===== config.mk =====
export PLATFORM = sky130hd
export DESIGN_NAME = segment_lcd_serial_frame_writer_flat
export DESIGN_NICKNAME = d
export VERILOG_FILES = /design/src/design/slfw_pkg.sv /design/src/design/slfw_if.sv /design/src/design/slfw_seq.sv /design/src/design/slfw_dp.sv /design/src/design/segment_lcd_serial_frame_writer.sv /design/src/flat_wrapper.sv
export SDC_FILE = /design/constraint.sdc
export NUM_CORES = 1
export LEC_CHECK = 0
export ABC_AREA = 1
export BUFFER_PORTS_ARGS = -buffer_cell sky130_fd_sc_hd__buf_2
export CAP_MARGIN = 15
export CORE_MARGIN = 2
export CORE_UTILIZATION = 50
export DETAILED_ROUTE_END_ITERATION = 7
export PLACE_DENSITY = 0.71
export SYNTH_ARGS = -nofsm -noshare
export SYNTH_HDL_FRONTEND = slang
export SYNTH_HIERARCHICAL = 1
export SYNTH_SLANG_ARGS = --single-unit

===== constraint.sdc =====
create_clock -name clk -period 5.4 [get_ports clk]
set_input_delay 0.54 -clock clk [delete_from_list [all_inputs] [get_ports clk]]
set_output_delay 0.54 -clock clk [all_outputs]
set_load 0.02 [all_outputs]

===== src/design/slfw_pkg.sv =====
package slfw_pkg;

  localparam int ROM_DEPTH = 42;
  localparam int PC_W      = $clog2(ROM_DEPTH);

  typedef enum logic [1:0] {
    REQ_CMD  = 2'd0,
    REQ_NIB  = 2'd1,
    REQ_BST  = 2'd2,
    REQ_BYTE = 2'd3
  } req_t;

  typedef enum logic [1:0] {
    SRC_ZERO = 2'd0,
    SRC_ONE  = 2'd1,
    SRC_ADDR = 2'd2,
    SRC_DATA = 2'd3
  } src_t;

  typedef enum logic [1:0] {
    CL_NEVER   = 2'd0,
    CL_ALWAYS  = 2'd1,
    CL_IF_LAST = 2'd2
  } close_t;

  typedef struct packed {
    src_t       src;
    logic [2:0] sel;
    logic       eop;
    close_t     close;
    logic       open_burst;
    logic       close_burst;
  } ucode_t;

  typedef struct packed {
    logic   load;
    logic   emit;
    ucode_t word;
  } dp_ctl_t;

  localparam logic [PC_W-1:0] CMD_ENTRY  = PC_W'(0);
  localparam logic [PC_W-1:0] NIB_ENTRY  = PC_W'(12);
  localparam logic [PC_W-1:0] BST_ENTRY  = PC_W'(25);
  localparam logic [PC_W-1:0] BYTE_ENTRY = PC_W'(34);

  function automatic ucode_t stp(src_t src, logic [2:0] sel);
    ucode_t w;
    w.src         = src;
    w.sel         = sel;
    w.eop         = 1'b0;
    w.close       = CL_NEVER;
    w.open_burst  = 1'b0;
    w.close_burst = 1'b0;
    return w;
  endfunction

  function automatic ucode_t fin(src_t src, logic [2:0] sel, close_t close,
                                 logic ob, logic cb);
    ucode_t w;
    w.src         = src;
    w.sel         = sel;
    w.eop         = 1'b1;
    w.close       = close;
    w.open_burst  = ob;
    w.close_burst = cb;
    return w;
  endfunction

  localparam ucode_t ROM [ROM_DEPTH] = '{
    // command: 1 0 0, code msb first, 0
    stp(SRC_ONE, 3'd0), stp(SRC_ZERO, 3'd0), stp(SRC_ZERO, 3'd0),
    stp(SRC_DATA, 3'd7), stp(SRC_DATA, 3'd6), stp(SRC_DATA, 3'd5), stp(SRC_DATA, 3'd4),
    stp(SRC_DATA, 3'd3), stp(SRC_DATA, 3'd2), stp(SRC_DATA, 3'd1), stp(SRC_DATA, 3'd0),
    fin(SRC_ZERO, 3'd0, CL_ALWAYS, 1'b0, 1'b0),
    // nibble write: 1 0 1, address msb first, nibble lsb first
    stp(SRC_ONE, 3'd0), stp(SRC_ZERO, 3'd0), stp(SRC_ONE, 3'd0),
    stp(SRC_ADDR, 3'd5), stp(SRC_ADDR, 3'd4), stp(SRC_ADDR, 3'd3),
    stp(SRC_ADDR, 3'd2), stp(SRC_ADDR, 3'd1), stp(SRC_ADDR, 3'd0),
    stp(SRC_DATA, 3'd0), stp(SRC_DATA, 3'd1), stp(SRC_DATA, 3'd2),
    fin(SRC_DATA, 3'd3, CL_ALWAYS, 1'b0, 1'b0),
    // burst start: 1 0 1, address, chip select stays low
    stp(SRC_ONE, 3'd0), stp(SRC_ZERO, 3'd0), stp(SRC_ONE, 3'd0),
    stp(SRC_ADDR, 3'd5), stp(SRC_ADDR, 3'd4), stp(SRC_ADDR, 3'd3),
    stp(SRC_ADDR, 3'd2), stp(SRC_ADDR, 3'd1),
    fin(SRC_ADDR, 3'd0, CL_NEVER, 1'b1, 1'b0),
    // burst byte: lsb first
    stp(SRC_DATA, 3'd0), stp(SRC_DATA, 3'd1), stp(SRC_DATA, 3'd2), stp(SRC_DATA, 3'd3),
    stp(SRC_DATA, 3'd4), stp(SRC_DATA, 3'd5), stp(SRC_DATA, 3'd6),
    fin(SRC_DATA, 3'd7, CL_IF_LAST, 1'b0, 1'b1)
  };

  function automatic logic [PC_W-1:0] entry_of(req_t kind);
    logic [PC_W-1:0] e;
    unique case (kind)
      REQ_CMD:  e = CMD_ENTRY;
      REQ_NIB:  e = NIB_ENTRY;
      REQ_BST:  e = BST_ENTRY;
      REQ_BYTE: e = BYTE_ENTRY;
      default:  e = CMD_ENTRY;
    endcase
    return e;
  endfunction

endpackage


===== src/design/slfw_if.sv =====
interface slfw_req_if;
  logic       valid;
  logic       ready;
  logic [1:0] req_type;
  logic [5:0] address;
  logic [7:0] data;
  logic       burst_last;

  modport source (output valid, req_type, address, data, burst_last, input ready);
  modport sink   (input valid, req_type, address, data, burst_last, output ready);
endinterface

interface slfw_res_if;
  logic valid;
  logic ready;
  logic data_bit;
  logic frame_end;
  logic last;

  modport source (output valid, data_bit, frame_end, last, input ready);
  modport sink   (input valid, data_bit, frame_end, last, output ready);
endinterface


===== src/design/slfw_seq.sv =====
module slfw_seq (
  input  logic                clk,
  input  logic                rst,
  slfw_req_if.sink            req,
  input  logic                room,
  input  logic                lastb,
  output slfw_pkg::dp_ctl_t   ctl
);

  logic                        busy, busy_next;
  logic [slfw_pkg::PC_W-1:0]   pc, pc_next;
  logic                        burst_open, burst_open_next;
  slfw_pkg::ucode_t            word;
  slfw_pkg::req_t              kind;
  logic                        accept, start, go;

  assign req.ready = !busy;

  always_comb begin
    kind            = slfw_pkg::req_t'(req.req_type);
    word            = slfw_pkg::ROM[pc];
    accept          = req.valid && req.ready;
    start           = accept && ((kind == slfw_pkg::REQ_BYTE) == burst_open);
    go              = busy && room;
    busy_next       = busy;
    pc_next         = pc;
    burst_open_next = burst_open;
    priority if (start) begin
      busy_next = 1'b1;
      pc_next   = slfw_pkg::entry_of(kind);
    end else if (go) begin
      if (word.eop) begin
        busy_next = 1'b0;
        if (word.open_burst) burst_open_next = 1'b1;
        if (word.close_burst && lastb) burst_open_next = 1'b0;
      end else begin
        pc_next = pc + slfw_pkg::PC_W'(1);
      end
    end
    ctl.load = accept;
    ctl.emit = go;
    ctl.word = word;
  end

  always_ff @(posedge clk) begin
    if (rst) begin
      busy       <= 1'b0;
      pc         <= '0;
      burst_open <= 1'b0;
    end else begin
      busy       <= busy_next;
      pc         <= pc_next;
      burst_open <= burst_open_next;
    end
  end

  a_pc_range: assert property (@(posedge clk) disable iff (rst)
    busy |-> (pc < slfw_pkg::PC_W'(slfw_pkg::ROM_DEPTH)))
    else $error("step counter past end of program");

  a_eop_idle: assert property (@(posedge clk) disable iff (rst)
    (go && word.eop) |=> !busy)
    else $error("sequencer still busy after end of program");

  a_burst_change: assert property (@(posedge clk) disable iff (rst)
    (burst_open != $past(burst_open)) |-> $past(go && word.eop))
    else $error("burst state changed outside end of program");

endmodule


===== src/design/slfw_dp.sv =====
module slfw_dp (
  input  logic               clk,
  input  logic               rst,
  input  slfw_pkg::dp_ctl_t  ctl,
  input  logic [5:0]         address,
  input  logic [7:0]         data,
  input  logic               burst_last,
  output logic               room,
  output logic               lastb,
  slfw_res_if.source         res
);

  logic [7:0] addr_q;
  logic [7:0] data_q;
  logic       last_q;
  logic       bit_val;
  logic       fe_val;
  logic       out_valid;
  logic       out_bit;
  logic       out_fe;
  logic       out_last;

  assign room      = !out_valid || res.ready;
  assign lastb     = last_q;
  assign res.valid     = out_valid;
  assign res.data_bit  = out_bit;
  assign res.frame_end = out_fe;
  assign res.last      = out_last;

  always_comb begin
    unique case (ctl.word.src)
      slfw_pkg::SRC_ZERO: bit_val = 1'b0;
      slfw_pkg::SRC_ONE:  bit_val = 1'b1;
      slfw_pkg::SRC_ADDR: bit_val = addr_q[ctl.word.sel];
      slfw_pkg::SRC_DATA: bit_val = data_q[ctl.word.sel];
      default:            bit_val = 1'b0;
    endcase
    fe_val = ctl.word.eop && ((ctl.word.close == slfw_pkg::CL_ALWAYS) ||
             ((ctl.word.close == slfw_pkg::CL_IF_LAST) && last_q));
  end

  always_ff @(posedge clk) begin
    if (ctl.load) begin
      addr_q <= {2'b00, address};
      data_q <= data;
      last_q <= burst_last;
    end
    if (ctl.emit) begin
      out_bit  <= bit_val;
      out_fe   <= fe_val;
      out_last <= ctl.word.eop;
    end
  end

  always_ff @(posedge clk) begin
    if (rst) begin
      out_valid <= 1'b0;
    end else if (ctl.emit) begin
      out_valid <= 1'b1;
    end else if (res.ready) begin
      out_valid <= 1'b0;
    end
  end

  a_fe_last: assert property (@(posedge clk) disable iff (rst)
    out_valid |-> (!out_fe || out_last))
    else $error("frame end on a word that is not the last of its request");

endmodule


===== src/design/segment_lcd_serial_frame_writer.sv =====
// Serial frame writer for a three-wire segment LCD controller.
// req channel: one word per request (command, nibble write, burst start,
// burst byte). res channel: one word per data-pin bit, in send order, with
// frame_end set where chip select is released and last on the final bit of
// the request.
// Requests that do not fit the burst state (a burst byte with no burst open,
// anything else inside a burst) are taken and dropped with no output.
// A request is taken while the sequencer is idle; after acceptance the
// sequencer steps through its program, one bit per cycle into the output
// register while the receiver has room. A request gives n bits, n being
// 12 (command), 13 (nibble write), 9 (burst start) or 8 (burst byte); the
// figure is set by the microcode sequencer stepping one control word per bit.
// When the receiver stalls, the output register holds its word and the
// sequencer halts on the current step; req.ready stays low until the
// program ends.
// Reset (synchronous, rst high) empties the output register, idles the
// sequencer and closes any open burst.
module segment_lcd_serial_frame_writer (
  input logic         clk,
  input logic         rst,
  slfw_req_if.sink    req,
  slfw_res_if.source  res
);

  slfw_pkg::dp_ctl_t ctl;
  logic              room;
  logic              lastb;

  slfw_seq u_seq (
    .clk   (clk),
    .rst   (rst),
    .req   (req),
    .room  (room),
    .lastb (lastb),
    .ctl   (ctl)
  );

  slfw_dp u_dp (
    .clk        (clk),
    .rst        (rst),
    .ctl        (ctl),
    .address    (req.address),
    .data       (req.data),
    .burst_last (req.burst_last),
    .room       (room),
    .lastb      (lastb),
    .res        (res)
  );

endmodule

===== src/flat_wrapper.sv =====
// flat-port wrapper written by rule: the top's interface ports become plain ports
module segment_lcd_serial_frame_writer_flat 
  (clk, rst, req_valid, req_req_type, req_address, req_data, req_burst_last, req_ready, res_valid, res_data_bit, res_frame_end, res_last, res_ready);
  slfw_req_if req_i ();
  slfw_res_if res_i ();
  input logic clk;
  input logic rst;
  input wire logic [$bits(req_i.valid)-1:0] req_valid;
  input wire logic [$bits(req_i.req_type)-1:0] req_req_type;
  input wire logic [$bits(req_i.address)-1:0] req_address;
  input wire logic [$bits(req_i.data)-1:0] req_data;
  input wire logic [$bits(req_i.burst_last)-1:0] req_burst_last;
  output wire logic [$bits(req_i.ready)-1:0] req_ready;
  output wire logic [$bits(res_i.valid)-1:0] res_valid;
  output wire logic [$bits(res_i.data_bit)-1:0] res_data_bit;
  output wire logic [$bits(res_i.frame_end)-1:0] res_frame_end;
  output wire logic [$bits(res_i.last)-1:0] res_last;
  input wire logic [$bits(res_i.ready)-1:0] res_ready;
  assign req_i.valid = req_valid;
  assign req_i.req_type = req_req_type;
  assign req_i.address = req_address;
  assign req_i.data = req_data;
  assign req_i.burst_last = req_burst_last;
  assign req_ready = req_i.ready;
  assign res_valid = res_i.valid;
  assign res_data_bit = res_i.data_bit;
  assign res_frame_end = res_i.frame_end;
  assign res_last = res_i.last;
  assign res_i.ready = res_ready;
  segment_lcd_serial_frame_writer u_core (.clk(clk), .rst(rst), .req(req_i), .res(res_i));
endmodule

==> results.cfg, run 1 <==
[setup_path]
critPathSlowestCell = dfxtp_1
cp.arrival_ns = 2.49
cpMostUsedCell = nand2_1
start_kind = flip-flop
ff2ff_path_depth = 17
critPathBufInv = 3
path_max_fanout = 7
critPathTopFamily = simple AND/OR/NAND/NOR gates
reg2reg_to = u_core/u_dp/res.data_bit
critPathCaptureType = flip-flop
critical_path_class = reg -> reg
r2r_start = u_core/u_seq/pc[0]
reg2reg_slack_ns = 2.94
cp.required_ns = 5.43
max_stage_delay_ns = 0.48
crit_chain = inv_1 > ha_1 > nand2_1 > nand2_1 > inv_1 > nand2_1 > nand3_1 > o21ai_0 > nand2_1 > nand2_1 > inv_1 > nor2_1 > o21a_2 > o21ai_1 > nand2_1 > nand2_1 > nand2_1

[finish]
num_antenna_cells = 0
multi_input_area_sq_um = 935
area_growth_pct = 7.21
fillers = 368
seq_area_sq_um = 721
final_design_area_no_fill_sq_um = 2010
nNetsFinal = 294
layout-drive-gt1-share = 0.173

[global_route]
gr-total-overflow = 0
grt_first_pass_wirelength_microns = 6260
antenna_found_initial = 0
grt_max_degree = 19
grt_pass1_vias = 1401
grt_usage = 0.186

[floorplanning]
rows = 22
io_pins = 26
dieArea_sq_um = 4250
die_w_microns = 65.2
design.core.area_sq_um = 3630
die_h_microns = 65.2
start_util = 0.516

[logic_synthesis]
synth_common_cells = nand2_1, nand3_1, inv_1
yosysSeqAreaShare = 0.385
syn_area_per_cell_sq_um = 7.78
yosys_warnings = 6
synth.distinct_cells = 30
syn_nets = 274
synthCells = 241
synth_top_area_frac = 0.288
yosysTopAreaCell = edfxtp_1
synth_ff_type = edfxtp_1
synthTopCellsByArea = edfxtp_1, nand2_1, dfxtp_1, ha_1, nand3_1
synth-seq-cells = 27
synth-async-reset-ratio = 0
synth_edf_count = 18
syn-cell-area_sq_um = 1870
yosysMostFrequentCell = nand2_1

[cts]
htree_levels = 1
post_cts_buffers = 0
numCtsBuffers = 3
cts_root_buffer = clkbuf_8
cts_max_path_buffers = 2
clk_latency_ns = 0.27
clkTransAtPathRegs_ns = 0.09
ctsHoldBuffers = 0
ctsResizeCount = 0
numClockSinks = 27
cts_tree = done

[route]
drc = 0
wl_per_cell_microns = 11.9
dr.pass1.iters = 6
drtAntennaViolNets = 0
drt_first_iter_violations = 105
dr_total_vias = 1580
via_per_inst = 5.13
wirelength_microns = 3670

[timing]
hold_violations = 0
finClkSkew_ns = 0.00851
worstMarginPinSlew_ns = 0.513
fmax_mhz = 407
rsz0062_at_grt = false
relSlewSlack = 0.657
tns_ns = 0
setup_viol = 0
period_share = 0.455
final_max_slew_viol_count = 0
min_period_ns = 2.46

[worst_hold_path]
hold_path_depth = 1
min_from = req_burst_last
min_path_type = in -> reg
hold_end = u_core/u_dp/lastb

[placed_design]
portBuffers = 25
finalWeightedCongestion = 0.948
dp_hpwl_microns = 2830
placedInstanceArea_sq_um = 1960

[outcome]
status = finished clean

[pwr]
p_per_area_nw_per_um2 = 315
p_leak_nw = 0.961
ir_drop_mv = 0.205
p_total_mw = 0.634

[run]
maxCapViolations = 0
## area by class of cell
class | count | area share
clock buffer | 4 | 0.0224
tap | 48 | 0.0299
sequential | 27 | 0.359
multi-input combinational | 173 | 0.465
inverter | 31 | 0.0616
timing repair buffer | 25 | 0.0623
## flip-flops by register name (all words and copies together) (netlist names)
register / flops
u_core/u_seq/busy: 1
u_core/u_dp/addr_q: 6
u_core/u_seq/burst_open: 1
u_core/u_seq/pc: 6
u_core/u_dp/res.frame_end: 1
u_core/u_dp/res.data_bit: 1
u_core/u_dp/data_q: 8
u_core/u_dp/res.valid: 1
u_core/u_dp/lastb: 1
u_core/u_dp/res.last: 1
## worst max path at each step
stage | start | endpoint | slack (ns) | depth (start not counted)
after floorplan | u_core/u_seq/pc[0] | u_core/u_dp/res.data_bit | 3.36 | 17
after global routing | u_core/u_seq/pc[0] | u_core/u_dp/res.data_bit | 2.67 | 15
after global placement | u_core/u_seq/pc[0] | u_core/u_dp/res.data_bit | 3.01 | 15
after CTS | u_core/u_seq/pc[0] | u_core/u_dp/res.data_bit | 2.97 | 15
after detailed placement | u_core/u_seq/pc[0] | u_core/u_dp/res.data_bit | 2.99 | 15
final | u_core/u_seq/pc[0] | u_core/u_dp/res.data_bit | 2.94 | 17
## metal layers
layer	GRT usage	share of wire	vias to the layer above	wire length (microns)
met4	0.0547	0.015	0	56
met2	0.296	0.47	36	1730
li1	-	-	818	-
met1	0.260	0.47	720	1720
met3	0.0325	0.044	6	160
met5	0	0	-	0
## power by group
group	switching, mW	total (mW)	internal [mW]	leakage, nW
clock	0.0597	0.112	0.0528	0.0228
combinational	0.162	0.250	0.0880	0.692
sequential	0.0251	0.271	0.246	0.247
## per-stage QoR
stage / setup slack [ns] / instances / hold WS, ns / utilization
floorplan: 3.36 / 241 / 0.470 / -
global placement: 3.01 / 304 / 0.474 / 0.541
detailed placement: 2.99 / 304 / 0.471 / 0.541
CTS: 2.97 / 308 / 0.434 / 0.553
global route: 2.67 / 308 / 0.427 / 0.553
finish: 2.94 / 308 / 0.438 / 0.553
## cells in the final DEF, fill, tap and decap left out, types with 2 or more instances in the layout
cell / n
a21oi_1: 11
buf_2: 25
clkbuf_8: 3
dfxtp_1: 9
edfxtp_1: 18
ha_1: 12
inv_1: 27
inv_2: 2
nand2_1: 63
nand2_2: 3
nand2_4: 2
nand3_1: 30
nand3_2: 2
nand4_1: 2
nor2_1: 22
nor2_4: 4
o21ai_0: 12
## kinds of logic (layout without fill, tap and decap cells)
logic type / after synthesis / count (layout) / share of synthesized area
buf+inv: 41 / 60 / 0.117
flops: 27 / 27 / 0.385
compound gates: 30 / 30 / 0.0895
fa+ha+maj: 12 / 12 / 0.0801
simple gates: 131 / 131 / 0.329
Power figures use the tool's default switching activity.
==> inputs of run 2 (changes only) <==
--- a/config.mk
+++ b/config.mk
@@ -11,7 +11,7 @@
 export CORE_MARGIN = 2
 export CORE_UTILIZATION = 50
 export DETAILED_ROUTE_END_ITERATION = 7
-export PLACE_DENSITY = 0.71
+export PLACE_DENSITY = 0.74
 export SYNTH_ARGS = -nofsm -noshare
 export SYNTH_HDL_FRONTEND = slang
 export SYNTH_HIERARCHICAL = 1
==> constraint.sdc (replaced) <==
create_clock -name clk -period 2.1 [get_ports clk]
set_input_delay 0.21 -clock clk [delete_from_list [all_inputs] [get_ports clk]]
set_output_delay 0.21 -clock clk [all_outputs]
set_load 0.02 [all_outputs]
==> run 2 against run 1 <==
  * Via count increased by 6.8%
  * Flip-flop and latch count did not move
  * Sequential power rose to 2.5 times the previous value
  * Maximum frequency rose by 26%
  * Power rose to 2.8 times the previous value
  * Critical path depth shrank 2
  * Global-route usage rose by 1.3 points
  * Largest power group is now combinational logic
==> results.cfg, run 2 (synthesized netlist as in run 1, its figures left out) <==
[floorplanning]
start_util = 0.516
die_h_microns = 65.2
die_w_microns = 65.2
rows = 22
design.core.area_sq_um = 3630
io_pins = 26
dieArea_sq_um = 4250

[route]
dr_total_vias = 1687
drtAntennaViolNets = 0
wl_per_cell_microns = 12.4
drt_first_iter_violations = 111
wirelength_microns = 4050
drc = 0
via_per_inst = 5.16
dr.pass1.iters = 4

[timing]
setup_viol = 0
worstMarginPinSlew_ns = 0.307
tns_ns = 0
relSlewSlack = 0.795
min_period_ns = 1.95
finClkSkew_ns = 0.00128
fmax_mhz = 512
period_share = 0.931
setup_slack_ns = 0.146
final_max_slew_viol_count = 0
hold_violations = 0

[cts]
clk_latency_ns = 0.26
htree_levels = 1
ctsHoldBuffers = 0
cts_root_buffer = clkbuf_8
clkTransAtPathRegs_ns = 0.09
numClockSinks = 27
cts_tree = done
numCtsBuffers = 3
cts_max_path_buffers = 2

[finish]
multi_input_area_sq_um = 967
final_design_area_no_fill_sq_um = 2190
seq_area_sq_um = 727
top_register = u_core/u_dp/data_q
largest_registers = u_core/u_dp/data_q x8, u_core/u_dp/addr_q x6, u_core/u_seq/pc x6
mostFrequentLayoutCell = nand2_1
area_growth_pct = 17.0
fillers = 343
nNetsFinal = 313
fin_util = 0.604
layout-drive-gt1-share = 0.276
num_antenna_cells = 0
final_cells = 327
final_cell_mix = nand2_1, nand3_1, buf_2
largest_reg_flops = 8

[setup_path]
r2r_start = u_core/u_seq/pc[0]
critical_path_class = reg -> reg
ff2ff_path_depth = 15
cp.required_ns = 2.13
cp.arrival_ns = 1.99
critPathCaptureType = flip-flop
start_kind = flip-flop
reg2reg_to = u_core/u_dp/res.data_bit
path_max_fanout = 7
reg2reg_slack_ns = 0.15

[global_route]
antenna_found_initial = 0
grt_first_pass_wirelength_microns = 6770
grt_pass1_vias = 1606
grt_max_degree = 18
gr-total-overflow = 0
grt_usage = 0.199

[pwr]
power_frac_seq = 0.384
p_leak_nw = 1.05
p_int_mw = 1.08
ir_drop_mv = 0.644
swShare = 0.385
pwr-share-comb = 0.453
clkPwrFrac = 0.163
p_per_area_nw_per_um2 = 805
switching_power_mw = 0.680

[worst_hold_path]
hold_end = u_core/u_dp/lastb
min_path_type = in -> reg
hold_path_depth = 1
min_from = req_burst_last

[placed_design]
finalWeightedCongestion = 0.929
placedInstanceArea_sq_um = 2100
placedCellCount = 322
dp_hpwl_microns = 3160
portBuffers = 25
dp_slack_ns = -0.0945

[outcome]
status = finished clean

[run]
maxCapViolations = 0
[run 2: worst max-delay path: stages, from the launching register on]
cell and delay [ns]:
dfxtp_4 0.39, ha_2 0.24, nand2_1 0.10, nand3_1 0.08, nand3_1 0.07, nand3_1 0.08
nand2_1 0.09, nand2_4 0.12, inv_4 0.06, or2_0 0.20, nand2_1 0.06, nand2_1 0.04
nand2_1 0.05, nand2_1 0.05, nand2_1 0.05, nand2_1 0.05
[run 2: metal layers]
layer,track usage,part of all wire,vias up
li1,-,-,862
met1,0.258,0.44,761
met2,0.355,0.50,60
met3,0.0291,0.053,4
met4,0.0339,0.0057,0
met5,0,0,-
[run 2: stage by stage]
stage	hold WS, ns	power [mW]
global placement	0.387	1.41
detailed placement	0.388	1.42
floorplan	0.279	1.25
CTS	0.110	1.72
global route	0.102	1.90
finish	0.113	1.77
[run 2: worst max-delay path by stage]
| stage | startpoint | endpoint | slack [ns] |
|---|---|---|---|
| 2_1_floorplan | u_core/u_seq/pc[0] | u_core/u_dp/res.data_bit | 0.06 |
| 3_3_place_gp | u_core/u_seq/pc[0] | u_core/u_dp/res.data_bit | 0.007 |
| 3_5_place_dp | u_core/u_seq/pc[0] | u_core/u_dp/res.data_bit | -0.09 |
| 4_1_cts | u_core/u_seq/pc[0] | u_core/u_dp/res.data_bit | 0.02 |
| 5_1_grt | u_core/u_seq/pc[0] | u_core/u_dp/res.data_bit | -0.03 |
| 6_report | u_core/u_seq/pc[0] | u_core/u_dp/res.data_bit | 0.15 |
[run 2: what timing repair did]
item,CTS,global route
endpoints found under the setup margin,1,1
resized for setup,5,12
setup buffers,0,1
[run 2: layout make-up]
type | count | share of cell area
flip-flops and latches | 27 | 0.331
repair buffers | 44 | 0.122
inverters | 31 | 0.0576
multi-input cells | 173 | 0.441
clock buffers | 4 | 0.0205
well taps | 48 | 0.0274
[run 2: power groups by stage]
stage               clock [mW]  sequential [mW]  combinational, mW
floorplan                    0            0.684              0.567
global placement             0            0.683              0.729
detailed placement           0            0.684              0.740
CTS                      0.292            0.674              0.755
global route             0.314            0.683              0.902
finish                   0.288            0.678              0.799
